File: src/design/mtep_pkg.sv
package mtep_pkg;

  localparam int HEADER_BYTES = 14;
  localparam int HDR_CNT_W    = $clog2(HEADER_BYTES + 2);

  localparam int DELTA_W = 28;
  localparam int TRACK_W = 32;

  localparam int QDEPTH  = 4;
  localparam int QPTR_W  = $clog2(QDEPTH);
  localparam int QCNT_W  = $clog2(QDEPTH + 1);

  localparam logic [7:0] META_STATUS = 8'hFF;

  typedef enum logic [1:0] {
    KIND_CHAN = 2'd0,
    KIND_META = 2'd1,
    KIND_ERR  = 2'd2
  } kind_t;

  typedef enum logic [1:0] {
    ERR_NONE   = 2'd0,
    ERR_TAG    = 2'd1,
    ERR_STATUS = 2'd2
  } err_t;

  typedef struct packed {
    kind_t                kind;
    err_t                 error_code;
    logic [DELTA_W-1:0]   delta_ticks;
    logic [7:0]           status_byte;
    logic [7:0]           first_data;
    logic [7:0]           second_data;
    logic [7:0]           meta_kind;
    logic [DELTA_W-1:0]   meta_size;
    logic                 track_end;
  } rec_t;

  typedef struct packed {
    logic push;
    rec_t rec;
  } rec_push_t;

  function automatic logic [7:0] chunk_tag(input logic [1:0] idx);
    logic [7:0] tag;
    unique case (idx)
      2'd0: tag = 8'h4D;
      2'd1: tag = 8'h54;
      2'd2: tag = 8'h72;
      2'd3: tag = 8'h6B;
      default: tag = 8'h00;
    endcase
    return tag;
  endfunction

  function automatic logic is_chan_status(input logic [7:0] b);
    return (b[7:4] >= 4'h8) && (b[7:4] <= 4'hE);
  endfunction

  function automatic logic is_one_data(input logic [7:0] s);
    return (s[7:4] == 4'hC) || (s[7:4] == 4'hD);
  endfunction

endpackage

File: src/design/mtep_byte_if.sv
interface mtep_byte_if;
  logic       valid;
  logic       ready;
  logic [7:0] in_byte;

  modport source (output valid, output in_byte, input ready);
  modport sink   (input valid, input in_byte, output ready);
endinterface

File: src/design/mtep_rec_if.sv
interface mtep_rec_if;
  logic                          valid;
  logic                          ready;
  logic [1:0]                    kind;
  logic [1:0]                    error_code;
  logic [mtep_pkg::DELTA_W-1:0]  delta_ticks;
  logic [7:0]                    status_byte;
  logic [7:0]                    first_data;
  logic [7:0]                    second_data;
  logic [7:0]                    meta_kind;
  logic [mtep_pkg::DELTA_W-1:0]  meta_size;
  logic                          track_end;

  modport source (output valid, output kind, output error_code, output delta_ticks,
                  output status_byte, output first_data, output second_data,
                  output meta_kind, output meta_size, output track_end, input ready);
  modport sink   (input valid, input kind, input error_code, input delta_ticks,
                  input status_byte, input first_data, input second_data,
                  input meta_kind, input meta_size, input track_end, output ready);
endinterface

File: src/design/mtep_front.sv
module mtep_front (
  input  logic                clk,
  input  logic                rst_n,
  mtep_byte_if.sink           in_ch,
  input  logic                q_full,
  output mtep_pkg::rec_push_t q_wr
);

  typedef enum logic [9:0] {
    PH_HEADER = 10'b0000000001,
    PH_TAG    = 10'b0000000010,
    PH_LEN    = 10'b0000000100,
    PH_DELTA  = 10'b0000001000,
    PH_STATUS = 10'b0000010000,
    PH_DATA1  = 10'b0000100000,
    PH_DATA2  = 10'b0001000000,
    PH_MTYPE  = 10'b0010000000,
    PH_MLEN   = 10'b0100000000,
    PH_MSKIP  = 10'b1000000000
  } phase_t;

  localparam phase_t PH_RESET = (mtep_pkg::HEADER_BYTES == 0) ? PH_TAG : PH_HEADER;
  localparam int     DW       = mtep_pkg::DELTA_W;
  localparam int     TW       = mtep_pkg::TRACK_W;

  phase_t                           phase_r, phase_nxt;
  logic [1:0]                       field_cnt_r, field_cnt_nxt;
  logic [mtep_pkg::HDR_CNT_W-1:0]   hdr_cnt_r, hdr_cnt_nxt;
  logic [TW-1:0]                    track_rem_r, track_rem_nxt;
  logic [DW-1:0]                    delta_r, delta_nxt;
  logic [7:0]                       status_r, status_nxt;
  logic [7:0]                       data_r, data_nxt;
  logic [7:0]                       mtype_r, mtype_nxt;
  logic [DW-1:0]                    skip_r, skip_nxt;
  logic [DW-1:0]                    msize_r, msize_nxt;
  logic                             halted_r, halted_nxt;

  logic                             accept;
  logic                             in_body;
  logic [TW-1:0]                    tr_dec;
  logic                             tend;
  logic [7:0]                       b;
  logic [DW-1:0]                    delta_shift;
  logic [DW-1:0]                    skip_shift;
  logic [DW-1:0]                    skip_dec;
  logic [TW-1:0]                    len_shift;
  mtep_pkg::rec_t                   chan_rec, meta_rec;

  assign in_ch.ready = !q_full;
  assign accept      = in_ch.valid && in_ch.ready;
  assign b           = in_ch.in_byte;

  assign in_body = (phase_r == PH_DELTA) || (phase_r == PH_STATUS) ||
                   (phase_r == PH_DATA1) || (phase_r == PH_DATA2) ||
                   (phase_r == PH_MTYPE) || (phase_r == PH_MLEN) ||
                   (phase_r == PH_MSKIP);
  assign tr_dec      = (in_body && (track_rem_r != '0)) ? track_rem_r - TW'(1) : track_rem_r;
  assign tend        = (tr_dec == '0);
  assign delta_shift = {delta_r[DW-8:0], b[6:0]};
  assign skip_shift  = {skip_r[DW-8:0], b[6:0]};
  assign skip_dec    = (skip_r != '0) ? skip_r - DW'(1) : skip_r;
  assign len_shift   = {track_rem_r[TW-9:0], b};

  always_comb begin
    chan_rec             = '0;
    chan_rec.kind        = mtep_pkg::KIND_CHAN;
    chan_rec.error_code  = mtep_pkg::ERR_NONE;
    chan_rec.delta_ticks = delta_r;
    chan_rec.status_byte = status_r;
    chan_rec.track_end   = tend;
    meta_rec             = '0;
    meta_rec.kind        = mtep_pkg::KIND_META;
    meta_rec.error_code  = mtep_pkg::ERR_NONE;
    meta_rec.delta_ticks = delta_r;
    meta_rec.status_byte = mtep_pkg::META_STATUS;
    meta_rec.meta_kind   = mtype_r;
    meta_rec.meta_size   = msize_r;
    meta_rec.track_end   = tend;
  end

  always_comb begin
    phase_nxt     = phase_r;
    field_cnt_nxt = field_cnt_r;
    hdr_cnt_nxt   = hdr_cnt_r;
    track_rem_nxt = track_rem_r;
    delta_nxt     = delta_r;
    status_nxt    = status_r;
    data_nxt      = data_r;
    mtype_nxt     = mtype_r;
    skip_nxt      = skip_r;
    msize_nxt     = msize_r;
    halted_nxt    = halted_r;
    q_wr          = '0;

    if (accept && !halted_r) begin
      track_rem_nxt = tr_dec;
      unique case (phase_r)
        PH_HEADER: begin
          if (32'(hdr_cnt_r) + 32'd1 >= 32'(mtep_pkg::HEADER_BYTES)) begin
            hdr_cnt_nxt = '0;
            phase_nxt   = PH_TAG;
          end else begin
            hdr_cnt_nxt = hdr_cnt_r + 1'b1;
          end
        end
        PH_TAG: begin
          if (b != mtep_pkg::chunk_tag(field_cnt_r)) begin
            q_wr.push           = 1'b1;
            q_wr.rec.kind       = mtep_pkg::KIND_ERR;
            q_wr.rec.error_code = mtep_pkg::ERR_TAG;
            halted_nxt          = 1'b1;
          end else begin
            field_cnt_nxt = field_cnt_r + 2'd1;
            if (field_cnt_r == 2'd3) begin
              track_rem_nxt = '0;
              phase_nxt     = PH_LEN;
            end
          end
        end
        PH_LEN: begin
          track_rem_nxt = len_shift;
          field_cnt_nxt = field_cnt_r + 2'd1;
          if (field_cnt_r == 2'd3) begin
            delta_nxt = '0;
            phase_nxt = (len_shift == '0) ? PH_TAG : PH_DELTA;
          end
        end
        PH_DELTA: begin
          delta_nxt = delta_shift;
          if (!b[7]) begin
            phase_nxt = PH_STATUS;
          end
        end
        PH_STATUS: begin
          if (b == mtep_pkg::META_STATUS) begin
            status_nxt = b;
            phase_nxt  = PH_MTYPE;
          end else if (mtep_pkg::is_chan_status(b)) begin
            status_nxt = b;
            phase_nxt  = PH_DATA1;
          end else begin
            q_wr.push            = 1'b1;
            q_wr.rec.kind        = mtep_pkg::KIND_ERR;
            q_wr.rec.error_code  = mtep_pkg::ERR_STATUS;
            q_wr.rec.delta_ticks = delta_r;
            q_wr.rec.status_byte = b;
            halted_nxt           = 1'b1;
          end
        end
        PH_DATA1: begin
          if (mtep_pkg::is_one_data(status_r)) begin
            q_wr.push           = 1'b1;
            q_wr.rec            = chan_rec;
            q_wr.rec.first_data = b;
            delta_nxt           = '0;
            phase_nxt           = tend ? PH_TAG : PH_DELTA;
          end else begin
            data_nxt  = b;
            phase_nxt = PH_DATA2;
          end
        end
        PH_DATA2: begin
          q_wr.push            = 1'b1;
          q_wr.rec             = chan_rec;
          q_wr.rec.first_data  = data_r;
          q_wr.rec.second_data = b;
          delta_nxt            = '0;
          phase_nxt            = tend ? PH_TAG : PH_DELTA;
        end
        PH_MTYPE: begin
          mtype_nxt = b;
          skip_nxt  = '0;
          phase_nxt = PH_MLEN;
        end
        PH_MLEN: begin
          skip_nxt = skip_shift;
          if (!b[7]) begin
            msize_nxt = skip_shift;
            if (skip_shift == '0) begin
              q_wr.push              = 1'b1;
              q_wr.rec               = meta_rec;
              q_wr.rec.meta_size     = '0;
              delta_nxt              = '0;
              phase_nxt              = tend ? PH_TAG : PH_DELTA;
            end else begin
              phase_nxt = PH_MSKIP;
            end
          end
        end
        PH_MSKIP: begin
          skip_nxt = skip_dec;
          if (skip_dec == '0) begin
            q_wr.push = 1'b1;
            q_wr.rec  = meta_rec;
            delta_nxt = '0;
            phase_nxt = tend ? PH_TAG : PH_DELTA;
          end
        end
        default: begin
          phase_nxt = PH_TAG;
        end
      endcase
    end
  end

  always_ff @(posedge clk) begin
    if (!rst_n) begin
      phase_r     <= PH_RESET;
      field_cnt_r <= '0;
      hdr_cnt_r   <= '0;
      track_rem_r <= '0;
      delta_r     <= '0;
      status_r    <= '0;
      data_r      <= '0;
      mtype_r     <= '0;
      skip_r      <= '0;
      msize_r     <= '0;
      halted_r    <= 1'b0;
    end else begin
      phase_r     <= phase_nxt;
      field_cnt_r <= field_cnt_nxt;
      hdr_cnt_r   <= hdr_cnt_nxt;
      track_rem_r <= track_rem_nxt;
      delta_r     <= delta_nxt;
      status_r    <= status_nxt;
      data_r      <= data_nxt;
      mtype_r     <= mtype_nxt;
      skip_r      <= skip_nxt;
      msize_r     <= msize_nxt;
      halted_r    <= halted_nxt;
    end
  end

endmodule

File: src/design/mtep_queue.sv
module mtep_queue (
  input  logic                clk,
  input  logic                rst_n,
  input  mtep_pkg::rec_push_t q_wr,
  output logic                q_full,
  output logic                q_valid,
  output mtep_pkg::rec_t      q_rec,
  input  logic                q_pop
);

  localparam int PW = mtep_pkg::QPTR_W;
  localparam int CW = mtep_pkg::QCNT_W;

  mtep_pkg::rec_t          mem_r [mtep_pkg::QDEPTH];
  logic [PW-1:0]           wr_ptr_r, wr_ptr_nxt;
  logic [PW-1:0]           rd_ptr_r, rd_ptr_nxt;
  logic [CW-1:0]           cnt_r, cnt_nxt;
  logic                    do_push;
  logic                    do_pop;

  assign q_full  = (cnt_r == CW'(mtep_pkg::QDEPTH));
  assign q_valid = (cnt_r != '0);
  assign q_rec   = mem_r[rd_ptr_r];
  assign do_push = q_wr.push && !q_full;
  assign do_pop  = q_pop && q_valid;

  always_comb begin
    wr_ptr_nxt = wr_ptr_r;
    rd_ptr_nxt = rd_ptr_r;
    cnt_nxt    = cnt_r;
    if (do_push) begin
      wr_ptr_nxt = (wr_ptr_r == PW'(mtep_pkg::QDEPTH - 1)) ? '0 : wr_ptr_r + 1'b1;
    end
    if (do_pop) begin
      rd_ptr_nxt = (rd_ptr_r == PW'(mtep_pkg::QDEPTH - 1)) ? '0 : rd_ptr_r + 1'b1;
    end
    if (do_push && !do_pop) begin
      cnt_nxt = cnt_r + 1'b1;
    end else if (do_pop && !do_push) begin
      cnt_nxt = cnt_r - 1'b1;
    end
  end

  always_ff @(posedge clk) begin
    if (do_push) begin
      mem_r[wr_ptr_r] <= q_wr.rec;
    end
  end

  always_ff @(posedge clk) begin
    if (!rst_n) begin
      wr_ptr_r <= '0;
      rd_ptr_r <= '0;
      cnt_r    <= '0;
    end else begin
      wr_ptr_r <= wr_ptr_nxt;
      rd_ptr_r <= rd_ptr_nxt;
      cnt_r    <= cnt_nxt;
    end
  end

endmodule

File: src/design/mtep_back.sv
module mtep_back (
  input  logic           clk,
  input  logic           rst_n,
  input  logic           q_valid,
  input  mtep_pkg::rec_t q_rec,
  output logic           q_pop,
  mtep_rec_if.source     out_ch
);

  logic           out_valid_r, out_valid_nxt;
  mtep_pkg::rec_t out_rec_r;

  assign q_pop = q_valid && (!out_valid_r || out_ch.ready);

  always_comb begin
    out_valid_nxt = out_valid_r;
    if (q_pop) begin
      out_valid_nxt = 1'b1;
    end else if (out_ch.ready) begin
      out_valid_nxt = 1'b0;
    end
  end

  always_ff @(posedge clk) begin
    if (!rst_n) begin
      out_valid_r <= 1'b0;
    end else begin
      out_valid_r <= out_valid_nxt;
    end
  end

  always_ff @(posedge clk) begin
    if (q_pop) begin
      out_rec_r <= q_rec;
    end
  end

  assign out_ch.valid       = out_valid_r;
  assign out_ch.kind        = out_rec_r.kind;
  assign out_ch.error_code  = out_rec_r.error_code;
  assign out_ch.delta_ticks = out_rec_r.delta_ticks;
  assign out_ch.status_byte = out_rec_r.status_byte;
  assign out_ch.first_data  = out_rec_r.first_data;
  assign out_ch.second_data = out_rec_r.second_data;
  assign out_ch.meta_kind   = out_rec_r.meta_kind;
  assign out_ch.meta_size   = out_rec_r.meta_size;
  assign out_ch.track_end   = out_rec_r.track_end;

endmodule

File: src/design/midi_track_event_parser.sv
// Channel   Dir  Transaction  Payload
// in_ch     in   valid/ready  in_byte (8), one raw file byte
// out_ch    out  valid/ready  event or error record, at most one per byte
//
// One byte per cycle while in_ch is ready; the parser updates its state per byte.
// A record reaches out_ch through a four-entry record queue and an output register.
// rst_n is synchronous; after an error record the parser drops bytes until reset.
// in_ch stalls only when the record queue is full.
module midi_track_event_parser (
  input  logic       clk,
  input  logic       rst_n,
  mtep_byte_if.sink  in_ch,
  mtep_rec_if.source out_ch
);

  mtep_pkg::rec_push_t q_wr;
  logic                q_full;
  logic                q_valid;
  mtep_pkg::rec_t      q_rec;
  logic                q_pop;

  mtep_front u_front (
    .clk    (clk),
    .rst_n  (rst_n),
    .in_ch  (in_ch),
    .q_full (q_full),
    .q_wr   (q_wr)
  );

  mtep_queue u_queue (
    .clk     (clk),
    .rst_n   (rst_n),
    .q_wr    (q_wr),
    .q_full  (q_full),
    .q_valid (q_valid),
    .q_rec   (q_rec),
    .q_pop   (q_pop)
  );

  mtep_back u_back (
    .clk     (clk),
    .rst_n   (rst_n),
    .q_valid (q_valid),
    .q_rec   (q_rec),
    .q_pop   (q_pop),
    .out_ch  (out_ch)
  );

endmodule

File: src/flat_wrapper.sv
// flat-port wrapper written by rule: the top's interface ports become plain ports
module midi_track_event_parser_flat 
  (clk, rst_n, in_ch_valid, in_ch_in_byte, in_ch_ready, out_ch_valid, out_ch_kind, out_ch_error_code, out_ch_delta_ticks, out_ch_status_byte, out_ch_first_data, out_ch_second_data, out_ch_meta_kind, out_ch_meta_size, out_ch_track_end, out_ch_ready);
  mtep_byte_if in_ch_i ();
  mtep_rec_if out_ch_i ();
  input  logic clk;
  input  logic rst_n;
  input wire logic [$bits(in_ch_i.valid)-1:0] in_ch_valid;
  input wire logic [$bits(in_ch_i.in_byte)-1:0] in_ch_in_byte;
  output wire logic [$bits(in_ch_i.ready)-1:0] in_ch_ready;
  output wire logic [$bits(out_ch_i.valid)-1:0] out_ch_valid;
  output wire logic [$bits(out_ch_i.kind)-1:0] out_ch_kind;
  output wire logic [$bits(out_ch_i.error_code)-1:0] out_ch_error_code;
  output wire logic [$bits(out_ch_i.delta_ticks)-1:0] out_ch_delta_ticks;
  output wire logic [$bits(out_ch_i.status_byte)-1:0] out_ch_status_byte;
  output wire logic [$bits(out_ch_i.first_data)-1:0] out_ch_first_data;
  output wire logic [$bits(out_ch_i.second_data)-1:0] out_ch_second_data;
  output wire logic [$bits(out_ch_i.meta_kind)-1:0] out_ch_meta_kind;
  output wire logic [$bits(out_ch_i.meta_size)-1:0] out_ch_meta_size;
  output wire logic [$bits(out_ch_i.track_end)-1:0] out_ch_track_end;
  input wire logic [$bits(out_ch_i.ready)-1:0] out_ch_ready;
  assign in_ch_i.valid = in_ch_valid;
  assign in_ch_i.in_byte = in_ch_in_byte;
  assign in_ch_ready = in_ch_i.ready;
  assign out_ch_valid = out_ch_i.valid;
  assign out_ch_kind = out_ch_i.kind;
  assign out_ch_error_code = out_ch_i.error_code;
  assign out_ch_delta_ticks = out_ch_i.delta_ticks;
  assign out_ch_status_byte = out_ch_i.status_byte;
  assign out_ch_first_data = out_ch_i.first_data;
  assign out_ch_second_data = out_ch_i.second_data;
  assign out_ch_meta_kind = out_ch_i.meta_kind;
  assign out_ch_meta_size = out_ch_i.meta_size;
  assign out_ch_track_end = out_ch_i.track_end;
  assign out_ch_i.ready = out_ch_ready;
  midi_track_event_parser u_core (.clk(clk), .rst_n(rst_n), .in_ch(in_ch_i), .out_ch(out_ch_i));
endmodule
File: config.mk
export PLATFORM = sky130hd
export DESIGN_NAME = midi_track_event_parser_flat
export DESIGN_NICKNAME = d
export VERILOG_FILES = /design/src/design/mtep_pkg.sv /design/src/design/mtep_byte_if.sv /design/src/design/mtep_rec_if.sv /design/src/design/mtep_front.sv /design/src/design/mtep_queue.sv /design/src/design/mtep_back.sv /design/src/design/midi_track_event_parser.sv /design/src/flat_wrapper.sv
export SDC_FILE = /design/constraint.sdc
export NUM_CORES = 1
export LEC_CHECK = 0
export BUFFER_PORTS_ARGS = -buffer_cell sky130_fd_sc_hd__buf_2
export CORE_MARGIN = 3
export CORE_UTILIZATION = 30
export CTS_BUF_LIST = sky130_fd_sc_hd__clkbuf_8 sky130_fd_sc_hd__clkbuf_16
export CTS_CLUSTER_SIZE = 40
export DETAILED_ROUTE_END_ITERATION = 8
export SLEW_MARGIN = 10
export SYNTH_ARGS = -nofsm -noshare
export SYNTH_HDL_FRONTEND = slang
export SYNTH_HIERARCHICAL = 1
export SYNTH_SLANG_ARGS = --single-unit
File: constraint.sdc
create_clock -name clk -period 6.65 [get_ports clk]
set_input_delay 0.3325 -clock clk [delete_from_list [all_inputs] [get_ports clk]]
set_output_delay 0.3325 -clock clk [all_outputs]
set_load 0.005 [all_outputs]
Word level (Yosys, flattened, before mapping)
Memory sizes are Yosys's and may differ from the RTL's. A register that Yosys moved wholly into a read port is not among the register bits.
Index checks and enable logic that the tools add are counted.
{ "totals": {"in_bits": 12, "ram_bits": 372, "ff_bits": 165, "elab_cells": 167, "latchBits": 0, "memories": 1, "out_inout_bits": 95, "rom_bits": 0} }
{ "memory_table": {"columns": ["memory", "words", "word_bits", "rd", "rd_clocked_by_memory_dff", "write_ports", "line", "text"], "rows": [
  ["u_core.u_queue.mem_r", 4, 93, 1, 1, 1, "mtep_queue.sv:14", "mtep_pkg::rec_t mem_r [mtep_pkg::QDEPTH];"]
]} }
{ "classes": {"n_mux": 57, "n_reduce_logical": 47, "eq_ne": 33, "n_lt_le_gt_ge": 3, "div": 0, "mul": 0, "n_shift": 0, "bitwise_logic": 2, "add_sub_neg": 9} }
{ "ops": {"columns": ["op", "count"], "rows": [
  ["$mux 94", 5],
  ["$pmux 53 s4", 1],
  ["$pmux 36 s5", 1],
  ["$mux 28", 6],
  ["$pmux 28 s6", 1],
  ["$mux 10", 10],
  ["$pmux 10 s10", 1],
  ["$mux 32", 3],
  ["$pmux 28 s3", 1],
  ["$mux 41", 2],
  ["$logic_not 32->1", 2],
  ["$pmux 32 s2", 1],
  ["$logic_not 28->1", 2],
  ["$mux 8", 4],
  ["$pmux 8 s4", 1],
  ["$reduce_bool 32->1", 1],
  ["$sub 32x1->32 const B", 1],
  ["$pmux 5 s6", 1],
  ["$reduce_bool 28->1", 1],
  ["$sub 28x1->28 const B", 1],
  ["$ne 2x2->1 const B", 9],
  ["$mux 4", 3],
  ["$reduce_and 3->1", 4],
  ["$eq 10x1->1 const B", 1],
  ["44 further kinds", 88]
]} }

Logic depth before layout (Yosys ltp)
{ "depth": {"depth_word": 19, "depth_mapped": 22, "mapped_depth_nobuf": 18} }

Hierarchy
The synthesis kept the hierarchy.
{ "by_module_without_submodules": {"columns": ["module", "cells_each", "instances", "area_each_um2"], "rows": [
  ["mtep_queue", 536, 1, 13893.3],
  ["mtep_front", 1424, 1, 10228.6],
  ["mtep_back", 97, 1, 2840.2]
]} }

Least setup slack after synthesis
No wires, ideal clock.
{ "synth_path": {"kind": "register -> register", "start": "register u_core.u_queue.cnt_r[0]", "end": "register u_core.u_queue.cnt_r[2]", "slack_ps": -110, "required_time_ps": 6574, "setup_ps": 76, "path_stages_with_launch": 10, "t_arrival_ps": 6684, "path_cell_list": "dfxtp_1 or3_1 nor2b_1 o31ai_1 ha_1 inv_1 fa_1 xor2_1 or3_1 a21boi_0"} }
{ "synth_lines": {"columns": ["item", "line", "text"], "rows": [
  ["start, declared", "mtep_queue.sv:17", "logic [CW-1:0] cnt_r, cnt_nxt;"],
  ["start signal, assigned", "mtep_queue.sv:58", "cnt_r <= cnt_nxt;"],
  ["$reduce_bool 3->1 *", "mtep_queue.sv:22", "assign q_valid = (cnt_r != '0);"],
  ["net u_core.q_valid", "midi_track_event_parser.sv:18", "logic q_valid;"],
  ["$logic_and 1x1->1 *", "mtep_back.sv:13", "assign q_pop = q_valid && (!out_valid_r || out_ch.ready);"],
  ["net u_core.q_pop", "midi_track_event_parser.sv:20", "logic q_pop;"],
  ["$logic_and 1x1->1 *", "mtep_queue.sv:25", "assign do_pop = q_pop && q_valid;"],
  ["$logic_not 1->1", "mtep_queue.sv:37", "if (do_push && !do_pop) begin"],
  ["$logic_and 1x1->1", "mtep_queue.sv:37", null],
  ["$mux 3 / $reduce_bool 2->1 (equally long branches)", null, null]
]} }
Mark *: on every way through the listed nets, which the timed path passes. The rest lies on a longest branch. The select of a mux whose other input is x is not followed.
A chain may end at the register's enable or synchronous reset.

==> impl_summary.md <==
Clocking
TritonCTS built the clock tree. The root buffer selected by CTS is sky130_fd_sc_hd__clkbuf_16. The tree built by TritonCTS fans out to between 600 and 700 sinks. The CTS H-tree depth is 2. The clock latency of the later-clocked register in the worst-skew pair is about 0.64 ns. Clock-pin slew was measured on the worst setup and hold paths at around 0.06 ns. Counting along the longest clock path gives a buffer depth of 3.

The number of clock buffers inserted by TritonCTS is 61. In this run the post-CTS setup repair buffer count came out at 0.

Final layout
The final-layout fill cell count is approximately 8600. For this run, the share of the core covered by cells in the final layout is 0.345. The combined area of the multi-input logic cells is roughly 9000 um2.

The net count of the finished layout is 2133. The footprint of the flip-flops and latches is approximately 17000 um2. The proportion of layout cells with a drive suffix above 1 is 0.169. From synthesis to final layout, the design area changed by 13.7%.

Worst setup path
STA puts the critical path data arrival time at slightly below 6 ns. The critical setup path kind is reg2reg. For this design, the slowest cell found on the critical path is sky130_fd_sc_hd__o31a_1. The data required time at the worst endpoint is about 7.2 ns. The sort of element at the end of the critical path is a register. Traced cell by cell, the critical path runs through inv_1, ha_1, or3b_1, nor2_1, o21ai_1, or3_1, xor2_1, nand4_2, o31a_1, nor2b_1, a21oi_1, nor2b_1, buf_4, ha_1, inv_1, fa_1, xor2_1, or3_1, a21boi_0. In this run the worst path has a maximum fanout of 12. The largest single stage delay on the critical path is 0.51 ns.

STA classifies the critical path startpoint as a register.

Drt
The routed length on met2 is about 33 mm. The detailed router used layers up to and including met5. The per-cell via count in the routed design is 5.17. The met1 wire length is roughly 28 mm. The detailed router finished its first iteration with 1332 violations. The count of nets left with antenna violations once routing finished came out at 0. Dividing the detail-routed wire length by the instance count gives roughly 20 um. The total met3 wirelength after detailed routing is around 3.8 mm. Detailed routing inserted a total of between 15000 and 20000 vias.

Before antenna repair, the detailed router went through 5 iterations. The total routed wirelength is between 60 and 70 mm. The total DRC errors in the routed layout is 0.

STA
The count of endpoints failing hold in the final timing report is 0. After layout, the minimum clock period comes to between 5 and 6 ns. The final setup violation count is 0.

The count of pins over their slew limit is 0. The setup total negative slack is 0 ns. Setup repair after global routing left no endpoint under its margin. Final hold analysis gives a worst-case slack of 0.0489 ns.

Dividing the final minimum period by the clock period gives 0.811. Static timing analysis puts the maximum clock frequency at 186 MHz. The post-route clock skew is between 0.04 and 0.05 ns. In the post-route analysis, the smallest setup slack over all paths is between 1 and 1.5 ns. The worst slew margin relative to its limit is 0.226. The actual transition at the worst max-transition pin is between 1 and 1.5 ns.

Power and ir drop
IR analysis of the VDD net gives a maximum drop of around 0.00022 V. The sequential cell fraction of total power is 0.524. The switching power is roughly 1.9 mW. The clock network fraction of total power is 0.415. The internal power of the cells totals 6.24 mW. The combinational share of power is 0.061. The power per unit of standard cell area is 265 nW/um2. For this design the static power due to leakage is 9.60 nW. The switching share of power is 0.232.

Die
The total core area is 88800 um2. The die extent in x is about 300 um. The initial utilization of the core area, before any placement, comes to 0.304. The floorplan step defined a die boundary enclosing slightly above 90000 um2.

The number of standard-cell rows in the floorplan is around 110. The number of top-level design ports is approximately 110. Measured along the y axis, the die boundary spans just over 300 um.

GRT
The first global-routing pass estimated 104 mm of wire. For this run the aggregate overflow at the end of global routing stands at 0. The number of global-route vias before repair is ~17000. The all-layer global routing usage is 0.140. The number of antenna violations at the first check in global routing was 8. Entering global routing, the biggest net connects 72 pins.

Synthesis
The parity-gate share of the synthesized area counting xor and xnor cells is 0.0114. The total number of yosys warnings is 6. The share of the Yosys chip area taken by registers is 0.642. The library cell occupying the most area in the post-synthesis netlist is sky130_fd_sc_hd__edfxtp_1. The portion of synthesized area spent on multiplexers is 0.0896. After synthesis, the cell types taking the most area are sky130_fd_sc_hd__edfxtp_1, sky130_fd_sc_hd__dfxtp_1, sky130_fd_sc_hd__mux4_2, sky130_fd_sc_hd__nand2_1, sky130_fd_sc_hd__nor2_1.

The number of nets produced by synthesis is roughly 2100. The post-synthesis compound-gate area fraction came to 0.0856. Of the total synthesized cell area, the portion taken by full adders, half adders and majority gates is 0.00807.

After synthesis, the mean cell area works out to about 13 um2. In the synthesized netlist the dominant register cell turns out to be sky130_fd_sc_hd__edfxtp_1. In the synthesized netlist the async set-or-reset flop fraction comes to 0. The gate count of the mapped netlist is 2057. Of the total synthesized cell area, the portion taken by AND, OR, NAND and NOR gates is 0.134. The dominant combinational cell family by area after synthesis is simple AND/OR/NAND/NOR gates.

Yosys mapped a number of flops with a built-in enable equal to roughly 470. The total of flip-flops plus latches after synthesis is roughly 630. The distinct cell type count after synthesis is 84. In this run the cell area of the synthesized design comes to ~27000 um2.

The area fraction of the dominant cell type after synthesis is 0.518.

Placed design
The congestion estimate from routability-driven global placement came to about 0.84. The HPWL after detailed placement is between 40 and 50 mm. The port buffer count is 106. The worst-case setup slack after placement is approximately 1.3 ns.

Job
The max-capacitance violation count is 0.

Worst hold path
The min-delay analysis places its worst path in the category in2reg.

Run status
The flow ran to the end, and the final reports show no timing, DRC or antenna violations.
==> state kept, by name, summed over array words and instances, names as in the netlist, 10 cells and up, named ones only <==
signal                            cells
u_core/u_queue/mem_r                372
u_core/u_front/track_rem_r           32
u_core/u_back/out_ch.delta_ticks     28
u_core/u_back/out_ch.meta_size       28
u_core/u_front/delta_r               28
u_core/u_front/msize_r               28
u_core/u_front/skip_r                28
u_core/u_front/phase_r               10
==> final timing paths <==
check / from / to / slack, ns / cells after the start
setup / recovery: u_core/u_front/skip_r[0]$_SDFFE_PN0P_ / u_core/u_queue/cnt_r[2]$_SDFFE_PN0P_ / 1.26 / 19
hold / removal: out_ch_ready / u_core/u_back/out_ch.valid$_SDFFE_PN0P_ / 0.05 / 3
setup reg to reg: u_core/u_front/skip_r[0]$_SDFFE_PN0P_ / u_core/u_queue/cnt_r[2]$_SDFFE_PN0P_ / 1.26 / 19
hold reg to reg: u_core/u_front/msize_r[14]$_SDFFE_PN0P_ / u_core/u_front/msize_r[14]$_SDFFE_PN0P_ / 0.45 / 2
==> through the flow <==
stage	instances	instance area (um2)	power, mW
3_3_place_gp	3206	28600	4.83
2_1_floorplan	2057	27000	4.69
6_report	3327	30600	8.13
5_1_grt	3325	30600	8.42
4_1_cts	3322	30600	8.21
3_5_place_dp	3206	28600	4.83
==> layer usage <==
metal / GRT usage / up-vias
li1: - / 7921
met1: 0.180 / 8726
met2: 0.243 / 450
met3: 0.0283 / 92
met4: 0.0317 / 6
met5: 0 / -
==> cell usage in the layout, fill, tap and decap left out, drive strengths merged, types with 12 or more instances in the layout <==
master  instances
clkinv         24
or3            16
edfxtp        465
mux4           93
and2           54
o21ai          70
and3           35
nor4           38
inv            38
nand4          16
a22o           17
xor2           14
nor2b          13
a22oi          22
mux2i          31
nor3           60
xnor2          21
nor2          146
buf           143
nand2         220
a21oi          90
clkbuf         69
o211ai         39
nand3          68
a21o           27
ha             15
dfxtp         167
or4            12
==> kinds of logic after synthesis <==
logic type | Yosys count
compound gates | 347
xor+xnor | 35
mux | 125
buf+inv | 180
simple gates | 721
flops | 632
fa+ha+maj | 17
==> area by class of cell <==
type / count / share of cell area
clock buffer: 69 / 0.0538
antenna: 5 / 0.000408
timing repair buffer: 144 / 0.0291
tap: 1165 / 0.0476
inverter: 21 / 0.00261
multi-input combinational: 1245 / 0.291
sequential: 632 / 0.565
clock inverter: 46 / 0.0108
==> critical path, delay by kind of cell, from the launching register on <==
family | cells | cell delay (ns)
AOI/OAI and AO/OA | 4 | 1.07
xor gates and xnor gates | 2 | 0.42
adders and majority gates | 3 | 0.92
buffers and inverters | 3 | 0.42
DFF | 1 | 0.38
and+or+nand+nor | 7 | 2.07
==> power groups by stage <==
| stage | clock network (mW) | logic [mW] | registers, mW |
|---|---|---|---|
| 2_1_floorplan | 0 | 0.363 | 4.33 |
| 3_3_place_gp | 0 | 0.481 | 4.35 |
| 3_5_place_dp | 0 | 0.486 | 4.35 |
| 4_1_cts | 3.46 | 0.490 | 4.26 |
| 5_1_grt | 3.61 | 0.541 | 4.27 |
| 6_report | 3.37 | 0.496 | 4.26 |
==> cells in the mapped netlist, types with 4 or more instances <==
| library cell | count |
|---|---|
| sky130_fd_sc_hd__o211ai_1 | 39 |
| sky130_fd_sc_hd__a221oi_1 | 11 |
| sky130_fd_sc_hd__nor3_1 | 60 |
| sky130_fd_sc_hd__a22oi_1 | 22 |
| sky130_fd_sc_hd__nand2b_1 | 6 |
| sky130_fd_sc_hd__a211oi_1 | 7 |
| sky130_fd_sc_hd__nand4_1 | 15 |
| sky130_fd_sc_hd__or3_1 | 15 |
| sky130_fd_sc_hd__inv_1 | 20 |
| sky130_fd_sc_hd__nor4b_1 | 4 |
| sky130_fd_sc_hd__xor2_1 | 14 |
| sky130_fd_sc_hd__clkbuf_1 | 117 |
| sky130_fd_sc_hd__o21ai_0 | 67 |
| sky130_fd_sc_hd__nor4_1 | 35 |
| sky130_fd_sc_hd__edfxtp_1 | 465 |
| sky130_fd_sc_hd__mux4_2 | 93 |
| sky130_fd_sc_hd__dfxtp_1 | 167 |
| sky130_fd_sc_hd__or4_1 | 12 |
| sky130_fd_sc_hd__a31oi_1 | 7 |
| sky130_fd_sc_hd__a21oi_1 | 90 |
| sky130_fd_sc_hd__nor3b_1 | 4 |
| sky130_fd_sc_hd__buf_6 | 11 |
| sky130_fd_sc_hd__buf_2 | 17 |
| sky130_fd_sc_hd__mux2i_1 | 31 |
| sky130_fd_sc_hd__and3_1 | 35 |
| sky130_fd_sc_hd__xnor2_1 | 21 |
| sky130_fd_sc_hd__and2_1 | 53 |
| sky130_fd_sc_hd__nand3b_1 | 6 |
| sky130_fd_sc_hd__nor2_1 | 145 |
| sky130_fd_sc_hd__ha_1 | 15 |
| sky130_fd_sc_hd__nor2b_1 | 12 |
| sky130_fd_sc_hd__nand2_1 | 220 |
| sky130_fd_sc_hd__nand3_1 | 68 |
| sky130_fd_sc_hd__a311oi_1 | 5 |
| sky130_fd_sc_hd__a21o_1 | 27 |
| sky130_fd_sc_hd__o31ai_1 | 11 |
| sky130_fd_sc_hd__and4_1 | 7 |
| sky130_fd_sc_hd__o21a_1 | 7 |
| sky130_fd_sc_hd__buf_1 | 11 |
| sky130_fd_sc_hd__a22o_1 | 17 |
==> what timing repair did <==
| action | CTS | global route |
|---|---|---|
| endpoints found under the hold margin | 1 | 0 |
| hold buffers | 1 | 0 |
| gates resized for setup | 0 | 0 |
(Power assumes the default switching activity.)
